### src/design/bwi_pkg.sv
`default_nettype none
package bwi_pkg;

  localparam int PRICE_W = 32;
  localparam int VAL_W   = 48;

  typedef enum logic [1:0] {
    MODE_RET_SHORT = 2'd0,
    MODE_RET_LONG  = 2'd1,
    MODE_ATR       = 2'd2,
    MODE_POS       = 2'd3
  } mode_t;

  typedef struct packed {
    logic        start;
    logic [63:0] dividend;
    logic [63:0] divisor;
  } div_req_t;

  typedef struct packed {
    logic        done;
    logic [63:0] quotient;
  } div_rsp_t;

endpackage
`default_nettype wire

### src/design/bar_window_indicator.sv
// channel | signals                                              | direction
// in      | in_valid/in_ready, restart mode high_* low_* close_* | to block
// out     | out_valid/out_ready, stat_value stat_valid           | from block
// a request is taken, then the stored bars are walked one bar a cycle (all WINDOW bars; only one for returns)
// then a 64-step serial divider runs, and its quotient is registered into the result before out_valid rises
// in_ready is low until the result leaves, high the cycle after
// reset clears bar count and control; stored bars are not cleared
// a stalled output holds the result and blocks the next request
`default_nettype none
module bar_window_indicator #(
  parameter int WINDOW         = 20,
  parameter int SHORT_LOOKBACK = 5
) (
  input  wire logic        clk,
  input  wire logic        rst,
  input  wire logic        in_valid,
  output logic             in_ready,
  input  wire logic        restart,
  input  wire logic [1:0]  mode,
  input  wire logic [31:0] high_price,
  input  wire logic        high_present,
  input  wire logic [31:0] low_price,
  input  wire logic        low_present,
  input  wire logic [31:0] close_price,
  input  wire logic        close_present,
  output logic             out_valid,
  input  wire logic        out_ready,
  output logic signed [47:0] stat_value,
  output logic             stat_valid
);
  import bwi_pkg::*;

  localparam int DEPTH = ((SHORT_LOOKBACK > WINDOW) ? SHORT_LOOKBACK : WINDOW) + 1;
  localparam int CW    = $clog2(DEPTH + 1);
  localparam int IW    = $clog2(WINDOW + 1);
  localparam int SW    = 32 + $clog2(WINDOW + 1) + 1;

  typedef enum logic [4:0] {
    S_IDLE = 5'b00001,
    S_WALK = 5'b00010,
    S_DIV  = 5'b00100,
    S_WAIT = 5'b01000,
    S_OUT  = 5'b10000
  } state_t;

  state_t state;
  logic [31:0] cstore [DEPTH];
  logic        cknown [DEPTH];
  logic [31:0] hstore [WINDOW];
  logic [31:0] lstore [WINDOW];
  logic        rknown [WINDOW];
  logic [CW-1:0] bars;
  logic [1:0]  md;
  logic [IW-1:0] idx;
  logic [SW-1:0] sum;
  logic [31:0] lo, hi;
  logic        ok;
  logic        neg;
  logic [CW-1:0] bars_next;
  div_req_t    dreq;
  div_rsp_t    drsp;
  logic [47:0] vout;

  // walk datapath: one bar per cycle
  logic [31:0] wh, wl, wpc;
  logic [33:0] tr, g1, g2, trm;
  logic signed [33:0] hl;
  assign wh  = hstore[idx[$clog2(WINDOW)-1:0]];
  assign wl  = lstore[idx[$clog2(WINDOW)-1:0]];
  assign wpc = cstore[CW'(idx) + CW'(1)];
  assign hl  = $signed({2'b0, wh}) - $signed({2'b0, wl});
  assign g1  = (wh >= wpc) ? {2'b0, wh - wpc} : {2'b0, wpc - wh};
  assign g2  = (wl >= wpc) ? {2'b0, wl - wpc} : {2'b0, wpc - wl};
  always_comb begin
    trm = (hl[33] || (g1 > 34'(hl))) ? g1 : 34'(hl);
    tr  = (g2 > trm) ? g2 : trm;
  end

  bwi_divider u_div (.clk(clk), .rst(rst), .req(dreq), .rsp(drsp));

  assign in_ready  = (state == S_IDLE);
  assign out_valid = (state == S_OUT);

  always_comb begin
    bars_next = restart ? '0 : bars;
    if (bars_next < CW'(DEPTH)) bars_next = bars_next + CW'(1);
  end

  // saturate quotient to 48-bit signed
  always_comb begin
    if (!neg) vout = (drsp.quotient > 64'h7FFF_FFFF_FFFF) ? 48'h7FFF_FFFF_FFFF
                                                           : drsp.quotient[47:0];
    else if (drsp.quotient >= 64'h8000_0000_0000) vout = 48'h8000_0000_0000;
    else vout = 48'(0) - drsp.quotient[47:0];
  end

  always_ff @(posedge clk) begin
    dreq.start <= !rst && (state == S_DIV);
    if (in_valid && in_ready) begin
      for (int i = DEPTH - 1; i > 0; i--) begin
        cstore[i] <= cstore[i-1];
        cknown[i] <= cknown[i-1];
      end
      for (int i = WINDOW - 1; i > 0; i--) begin
        hstore[i] <= hstore[i-1];
        lstore[i] <= lstore[i-1];
        rknown[i] <= rknown[i-1];
      end
      cstore[0] <= close_price;
      cknown[0] <= close_present;
      hstore[0] <= high_price;
      lstore[0] <= low_price;
      rknown[0] <= high_present & low_present;
      md  <= mode;
      idx <= '0;
      sum <= '0;
      lo  <= low_price;
      hi  <= high_price;
      ok  <= 1'b1;
    end
    if (rst) begin
      state <= S_IDLE;
      bars  <= '0;
    end else begin
      unique case (state)
        S_IDLE: if (in_valid) begin
          bars  <= bars_next;
          state <= S_WALK;
        end
        S_WALK: begin
          if (md == MODE_ATR || md == MODE_POS) begin
            if (!rknown[idx[$clog2(WINDOW)-1:0]]
                || (md == MODE_ATR && !cknown[CW'(idx) + CW'(1)])) ok <= 1'b0;
            sum <= sum + SW'(tr);
            if (wl < lo) lo <= wl;
            if (wh > hi) hi <= wh;
          end
          if (idx == IW'(WINDOW - 1) || md == MODE_RET_SHORT || md == MODE_RET_LONG)
            state <= S_DIV;
          else idx <= idx + IW'(1);
        end
        S_DIV: begin
          state <= S_WAIT;
          unique case (md)
            MODE_RET_SHORT, MODE_RET_LONG: begin
              logic [31:0] ce;
              ce = (md == MODE_RET_SHORT) ? cstore[SHORT_LOOKBACK] : cstore[WINDOW];
              neg <= cstore[0] < ce;
              dreq.dividend <= 64'((cstore[0] < ce) ? ce - cstore[0] : cstore[0] - ce)
                               * 64'd6553600;
              dreq.divisor  <= 64'(ce);
              ok <= (bars >= CW'(((md == MODE_RET_SHORT) ? SHORT_LOOKBACK : WINDOW) + 1))
                    && cknown[0]
                    && ((md == MODE_RET_SHORT) ? cknown[SHORT_LOOKBACK] : cknown[WINDOW])
                    && (ce != 32'd0);
            end
            MODE_ATR: begin
              neg <= 1'b0;
              dreq.dividend <= 64'(sum) * 64'd6553600;
              dreq.divisor  <= 64'(cstore[0]) * 64'(WINDOW);
              ok <= ok && (bars >= CW'(WINDOW + 1)) && cknown[0] && (cstore[0] != 32'd0);
            end
            default: begin
              neg <= cstore[0] < lo;
              dreq.dividend <= {16'd0, ((cstore[0] < lo) ? lo - cstore[0]
                                                         : cstore[0] - lo), 16'd0};
              dreq.divisor  <= 64'(hi - lo);
              ok <= ok && (bars >= CW'(WINDOW)) && cknown[0] && (hi > lo);
            end
          endcase
        end
        S_WAIT: if (drsp.done) begin
          stat_valid <= ok;
          stat_value <= ok ? $signed(vout) : '0;
          state <= S_OUT;
        end
        S_OUT: if (out_ready) state <= S_IDLE;
        default: state <= S_IDLE;
      endcase
    end
  end

`ifndef SYNTH
  a_one_hot: assert property (@(posedge clk) disable iff (rst)
    $onehot(state)) else $error("state not one-hot");
  a_hold: assert property (@(posedge clk) disable iff (rst)
    out_valid && !out_ready |=> out_valid && $stable(stat_value)) else $error("result lost");
  a_invalid_zero: assert property (@(posedge clk) disable iff (rst)
    out_valid && !stat_valid |-> stat_value == '0) else $error("invalid nonzero");
  a_bars_bound: assert property (@(posedge clk) disable iff (rst)
    bars <= CW'(DEPTH)) else $error("bar count overflow");
`endif

endmodule
`default_nettype wire

### src/design/bwi_divider.sv
`default_nettype none
module bwi_divider (
  input  wire logic              clk,
  input  wire logic              rst,
  input  bwi_pkg::div_req_t      req,
  output bwi_pkg::div_rsp_t      rsp
);
  import bwi_pkg::*;

  logic [63:0] quo;
  logic [63:0] rem;
  logic [63:0] dsr;
  logic [6:0]  cnt;
  logic        busy;
  logic        done;
  logic [64:0] trial;

  // restoring division, one quotient bit per cycle
  assign trial = {rem, quo[63]} - {1'b0, dsr};

  always_ff @(posedge clk) begin
    if (rst) begin
      busy <= 1'b0;
      done <= 1'b0;
    end else begin
      done <= 1'b0;
      if (req.start) begin
        busy <= 1'b1;
        cnt  <= 7'd0;
        quo  <= req.dividend;
        rem  <= '0;
        dsr  <= req.divisor;
      end else if (busy) begin
        if (!trial[64]) begin
          rem <= trial[63:0];
          quo <= {quo[62:0], 1'b1};
        end else begin
          rem <= {rem[62:0], quo[63]};
          quo <= {quo[62:0], 1'b0};
        end
        cnt <= cnt + 7'd1;
        if (cnt == 7'd63) begin
          busy <= 1'b0;
          done <= 1'b1;
        end
      end
    end
  end

  assign rsp.done     = done;
  assign rsp.quotient = quo;

`ifndef SYNTH
  a_done_after_busy: assert property (@(posedge clk) disable iff (rst)
    rsp.done |-> $past(busy)) else $error("done without busy");
  a_start_idle: assert property (@(posedge clk) disable iff (rst)
    req.start |=> busy) else $error("start did not set busy");
  a_done_pulse: assert property (@(posedge clk) disable iff (rst)
    rsp.done |=> !rsp.done) else $error("done held");
`endif

endmodule
`default_nettype wire

### config.mk
export PLATFORM = sky130hd
export DESIGN_NAME = bar_window_indicator
export DESIGN_NICKNAME = d
export VERILOG_FILES = /design/src/design/bwi_pkg.sv /design/src/design/bar_window_indicator.sv /design/src/design/bwi_divider.sv
export SDC_FILE = /design/constraint.sdc
export NUM_CORES = 2
export LEC_CHECK = 0
export BUFFER_PORTS_ARGS = -buffer_cell sky130_fd_sc_hd__buf_2
export CAP_MARGIN = 25
export CORE_ASPECT_RATIO = 1.4
export CORE_MARGIN = 10
export CORE_UTILIZATION = 64
export DETAILED_ROUTE_END_ITERATION = 8
export GPL_TIMING_DRIVEN = 0
export PLACE_DENSITY = 0.88
export RECOVER_POWER = 25
export SLEW_MARGIN = 20
export SYNTH_ARGS = -nofsm -noshare
export SYNTH_HDL_FRONTEND = slang
export SYNTH_SLANG_ARGS = --single-unit
### constraint.sdc
create_clock -name clk -period 81.9 [get_ports clk]
set_input_delay 8.19 -clock clk [delete_from_list [all_inputs] [get_ports clk]]
set_output_delay 8.19 -clock clk [all_outputs]
set_load 0.02 [all_outputs]
==> summary.txt, run 1 <==
Global routing
  • Wire length of the first global-routing pass: 835 mm
  • Overall global routing resource usage: 0.531
  • Number of global-route vias before repair: 106000
  • Total overflow reported by the global router: 162
  • Pin count of the biggest net entering global routing: 65

Logic synthesis
  • Area of the mapped netlist: 0.131 mm^2
  • Prevailing post-synth register cell: sky130_fd_sc_hd__edfxtp_1
  • Area leader, netlist: sky130_fd_sc_hd__edfxtp_1
  • Leading cell types by total area after synthesis: sky130_fd_sc_hd__edfxtp_1 53%, sky130_fd_sc_hd__mux4_2 10%, sky130_fd_sc_hd__ha_1 7.9%, sky130_fd_sc_hd__mux2i_1 2.7%, sky130_fd_sc_hd__a21oi_1 2.5%
  • Post-Syn Instances: 9763
  • Synth warnings: 0
  • Proportion of register bits with asynchronous set or reset after synthesis: 0
  • Share of synthesized area occupied by flip-flops and latches: 0.546
  • Library cells used by synthesis: 92
  • Synth Register Bits: 2425
  • Fraction of post-synthesis cell area in the top cell type by area: 0.528
  • Most instantiated library cell after synthesis: sky130_fd_sc_hd__edfxtp_1
  • Number of flops mapped to enable cells by yosys: 2304
  • Mapped Avg Cell Area: 13.4 um^2
  • Ranking of synthesized cells by instance count: 2304 x sky130_fd_sc_hd__edfxtp_1, 826 x sky130_fd_sc_hd__ha_1, 748 x sky130_fd_sc_hd__inv_1

Place
  • Post-detailed-placement half-perimeter wirelength: 376 mm
  • Number of I/O port buffers: 155
  • Weighted congestion at the end of routability-driven global placement: 1.07

Clock network
  • Deepest clock path buffer count: 4
  • Clock Sinks: 2425
  • Clock tree root buffer cell: sky130_fd_sc_hd__clkbuf_16
  • Total clock buffers created by CTS: 219
  • # Post-CTS Setup Buffers: 0
  • Cts-stage hold buffer count: 0
  • Number of instances resized during post-cts repair: 0
  • Number of levels in the clock H-tree: 4

Floorplan
  • Initial cell density of the core: 0.643
  • Number of standard-cell rows in the floorplan: 196
  • Die height: 555 um
  • Num ports: 157
  • Die X: 402 um

Status
  • Status: stopped before the end
  • Stopped at: 5_1_grt
  • Error message: [ERROR GRT-0116] Global routing finished with congestion. Check the congestion regions in the DRC Viewer.
==> per-layer routing <==
metal,track usage,overflow
met1,0.524,0
met4,0.479,70
met2,0.769,88
met5,0.142,0
met3,0.310,4
==> cell families after synthesis <==
| group | after synthesis | share of synthesized area |
|---|---|---|
| buffers and inverters | 1192 | 0.0345 |
| xor gates and xnor gates | 343 | 0.0229 |
| other | 1 | 0.0000286 |
| adders and majority gates | 904 | 0.0908 |
| muxes | 1027 | 0.136 |
| AOI/OAI and AO/OA | 2092 | 0.103 |
| DFF | 2425 | 0.546 |
| and+or+nand+nor | 1779 | 0.0667 |
==> stage by stage <==
stage / util / std cells / cell area, um^2 / setup WS (ns)
4_1_cts: 0.708 / 13100 / 144000 / 61.09
3_5_place_dp: 0.674 / 12700 / 137000 / 61.55
3_3_place_gp: 0.663 / 12600 / 135000 / -7.09
2_1_floorplan: - / 9764 / 131000 / 11.59
==> run 2, diff against run 1 <==
- CORE_ASPECT_RATIO: 1.4 -> unset
- CORE_UTILIZATION: 64 -> 40
- PLACE_DENSITY: 0.88 -> unset
- PLACE_DENSITY_LB_ADDON: unset -> 0.15
==> summary.txt, run 2 <==
Clock network
  • Deepest clock path buffer count: 4 (unchanged)
  • Number of instances resized during post-cts repair: 0 (unchanged)
  • Cts-stage hold buffer count: 0 (unchanged)
  • Skew-Pair Late Insertion Delay: 0.93 ns
  • Register clock-pin slew on the reported worst setup and hold paths: 0.06 ns
  • Number of levels in the clock H-tree: 5 (+1)
  • Total clock buffers created by CTS: 274 (+25%)
  • Clock Sinks: 2425 (unchanged)
  • Clock tree from TritonCTS: done
  • # Post-CTS Setup Buffers: 0 (unchanged)
  • Clock tree root buffer cell: sky130_fd_sc_hd__clkbuf_16

Worst setup path
  • Reg-to-reg critical path endpoint: sum[37]$_DFF_P_
  • Launching point of the worst reg2reg path: idx[0]$_DFF_P_
  • Cell type group with the largest total delay on the critical path: compound AO/OA/AOI/OAI gates
  • CP Data Required Time: 82.65 ns
  • Sort of element at the start of the critical path: flop
  • Worst setup EP type: flop
  • Setup slack on the worst flop-to-flop path: 60.90 ns
  • Max incr delay on CP: 0.84 ns
  • Worst Path Class, Setup: flop to flop
  • Total buffers and inverters traversed by the critical path: 15
  • Cell count of the worst reg-to-reg path: 62
  • Arrival @ worst endpoint: 21.75 ns
  • Stages on the worst setup path: 62
  • Crit path max fanout: 10
  • Cell type of the slowest stage on the worst timing path: sky130_fd_sc_hd__a311oi_1
  • Cell repeated most along the worst path: sky130_fd_sc_hd__buf_2

Logic synthesis
  • Proportion of register bits with asynchronous set or reset after synthesis: 0 (unchanged)
  • Ranking of synthesized cells by instance count: 2304 x sky130_fd_sc_hd__edfxtp_1, 826 x sky130_fd_sc_hd__ha_1, 748 x sky130_fd_sc_hd__inv_1
  • Area leader, netlist: sky130_fd_sc_hd__edfxtp_1
  • Synth warnings: 0 (unchanged)
  • Most instantiated library cell after synthesis: sky130_fd_sc_hd__edfxtp_1
  • Post-Syn Instances: 9763 (unchanged)
  • Area of the mapped netlist: 0.131 mm^2 (unchanged)
  • Share of synthesized area occupied by flip-flops and latches: 0.546 (unchanged)
  • Prevailing post-synth register cell: sky130_fd_sc_hd__edfxtp_1
  • Library cells used by synthesis: 92 (unchanged)
  • Number of flops mapped to enable cells by yosys: 2304 (unchanged)
  • Synth Register Bits: 2425 (unchanged)
  • Mapped Avg Cell Area: 13.4 um^2 (unchanged)
  • Leading cell types by total area after synthesis: sky130_fd_sc_hd__edfxtp_1 53%, sky130_fd_sc_hd__mux4_2 10%, sky130_fd_sc_hd__ha_1 7.9%, sky130_fd_sc_hd__mux2i_1 2.7%, sky130_fd_sc_hd__a21oi_1 2.5%
  • Fraction of post-synthesis cell area in the top cell type by area: 0.528 (unchanged)

Drt
  • Routed wire length: 430 mm
  • Remaining number of nets flagged by the antenna check after routing: 0
  • DRC: 0
  • Vias per inst: 5.85
  • DRT Pass-1 Iters: 8
  • DR WL met2: 191 mm
  • Drt initial violations: 9039
  • Post-detailed-route wirelength per cell: 28.8 um
  • Topmost layer with routed signal wires: met5
  • Routed metal-1 wire length: 194 mm
  • WL met3: 29.5 mm
  • Via count: 87100

STA
  • Final number of max-transition violations: 0
  • RSZ-0062 raised after global routing: no
  • Relative slew margins: 0.176
  • Shortest period the worst path allows: 21.00 ns
  • Transition at the pin with the smallest max-transition slack: 1.22 ns
  • Final clock skew: 0.0850 ns
  • Hold Worst Slack: 0.400 ns
  • Portion of the clock cycle consumed by the worst path in the final layout: 0.256
  • Fmax: 47.6 MHz
  • Number of setup violations in the final report: 0
  • Final number of hold-violating endpoints: 0

Floorplan
  • Die X: 592 um (+47%)
  • Initial cell density of the core: 0.401 (-0.242)
  • Core Area: 0.327 mm^2
  • Full die area: 0.351 mm^2
  • Number of standard-cell rows in the floorplan: 210 (+7.1%)
  • Die height: 592 um (+6.7%)
  • Num ports: 157 (unchanged)

Cells and area
  • Filler instances: 29300
  • Layout net count: 11300
  • Reg with most FFs: cstore
  • Sequential standard cell area: 0.0716 mm^2
  • Registers with the highest flip-flop counts: cstore (672), hstore (640), lstore (640)
  • Area occupied by multi-input gates: 0.0552 mm^2
  • Area Overhead vs Synth: 13.5%
  • Most frequent cells in the layout: 2304 x sky130_fd_sc_hd__edfxtp_1, 826 x sky130_fd_sc_hd__ha_1, 748 x sky130_fd_sc_hd__inv_1
  • Share of cells above drive strength 1: 0.148
  • Most common library cell in the layout ignoring fill and taps: sky130_fd_sc_hd__edfxtp_1
  • Number of flip-flops in the largest register: 672

Global routing
  • Number of global-route vias before repair: 86600
  • Total overflow reported by the global router: 0
  • Pin count of the biggest net entering global routing: 63
  • Number of antenna violations at the first check in global routing: 35
  • Wire length of the first global-routing pass: 617 mm
  • Overall global routing resource usage: 0.238

Place
  • Post-detailed-placement half-perimeter wirelength: 332 mm (-12%)
  • Weighted congestion at the end of routability-driven global placement: 0.964 (-10%)
  • Number of I/O port buffers: 155 (unchanged)

Min path
  • Worst Hold Depth: 0
  • Classification of the worst-slack hold path: flop to flop
  • End point of the worst hold path: u_div.dsr[32]$_DFFE_PP_
  • Worst Hold Launch: dreq[32]$_DFFE_PP_

Status
  • Status: finished clean

Flow run
  • Number of maximum-capacitance violations: 0
[run 2: cells by family after synthesis]
logic type	count (synthesis)	synth area share
buf+inv	1192	0.0345
xor+xnor	343	0.0229
mux	1027	0.136
fa+ha+maj	904	0.0908
flops	2425	0.546
compound gates	2092	0.103
simple gates	1779	0.0667
other cells	1	0.0000286
[run 2: final cells by class]
class                      instances  share of cell area
antenna                            8            0.000135
buffer                           443              0.0120
clock buffer                     328              0.0484
clock inverter                   164              0.0108
inverter                         749              0.0189
multi-input combinational       6147               0.371
sequential                      2425               0.481
tap                             4346              0.0366
timing repair buffer             286              0.0207
[run 2: metal layers]
layer | global-route usage | vias to the layer above
li1 | - | 38800
met1 | 0.344 | 44600
met2 | 0.365 | 3157
met3 | 0.0453 | 582
met4 | 0.0739 | 8
met5 | 0 | -
[run 2: worst max path at each step]
stage	startpoint	end
floorplan	in_valid	bars[4]$_SDFFE_PP0P_
global placement	in_valid	bars[4]$_SDFFE_PP0P_
detailed placement	idx[0]$_DFF_P_	sum[37]$_DFF_P_
CTS	idx[0]$_DFF_P_	sum[37]$_DFF_P_
global route	idx[0]$_DFF_P_	sum[37]$_DFF_P_
finish	idx[0]$_DFF_P_	sum[37]$_DFF_P_
[run 2: per-stage QoR]
stage               TNS (ns)   util  cell area (um^2)  setup WS, ns  cells
finish                     0  0.455            149000         60.90  14900
global route               0  0.455            149000         60.15  14900
CTS                        0  0.455            149000         60.98  14900
detailed placement         0  0.428            140000         61.12  14400
global placement    -9200.21  0.420            137000        -10.02  14300
floorplan                  0      -            131000         11.59   9764
Power of run 2 is left out: the tool's default activity adds up to more than one toggle a clock period on the data nets, which glitch-free logic cannot reach.
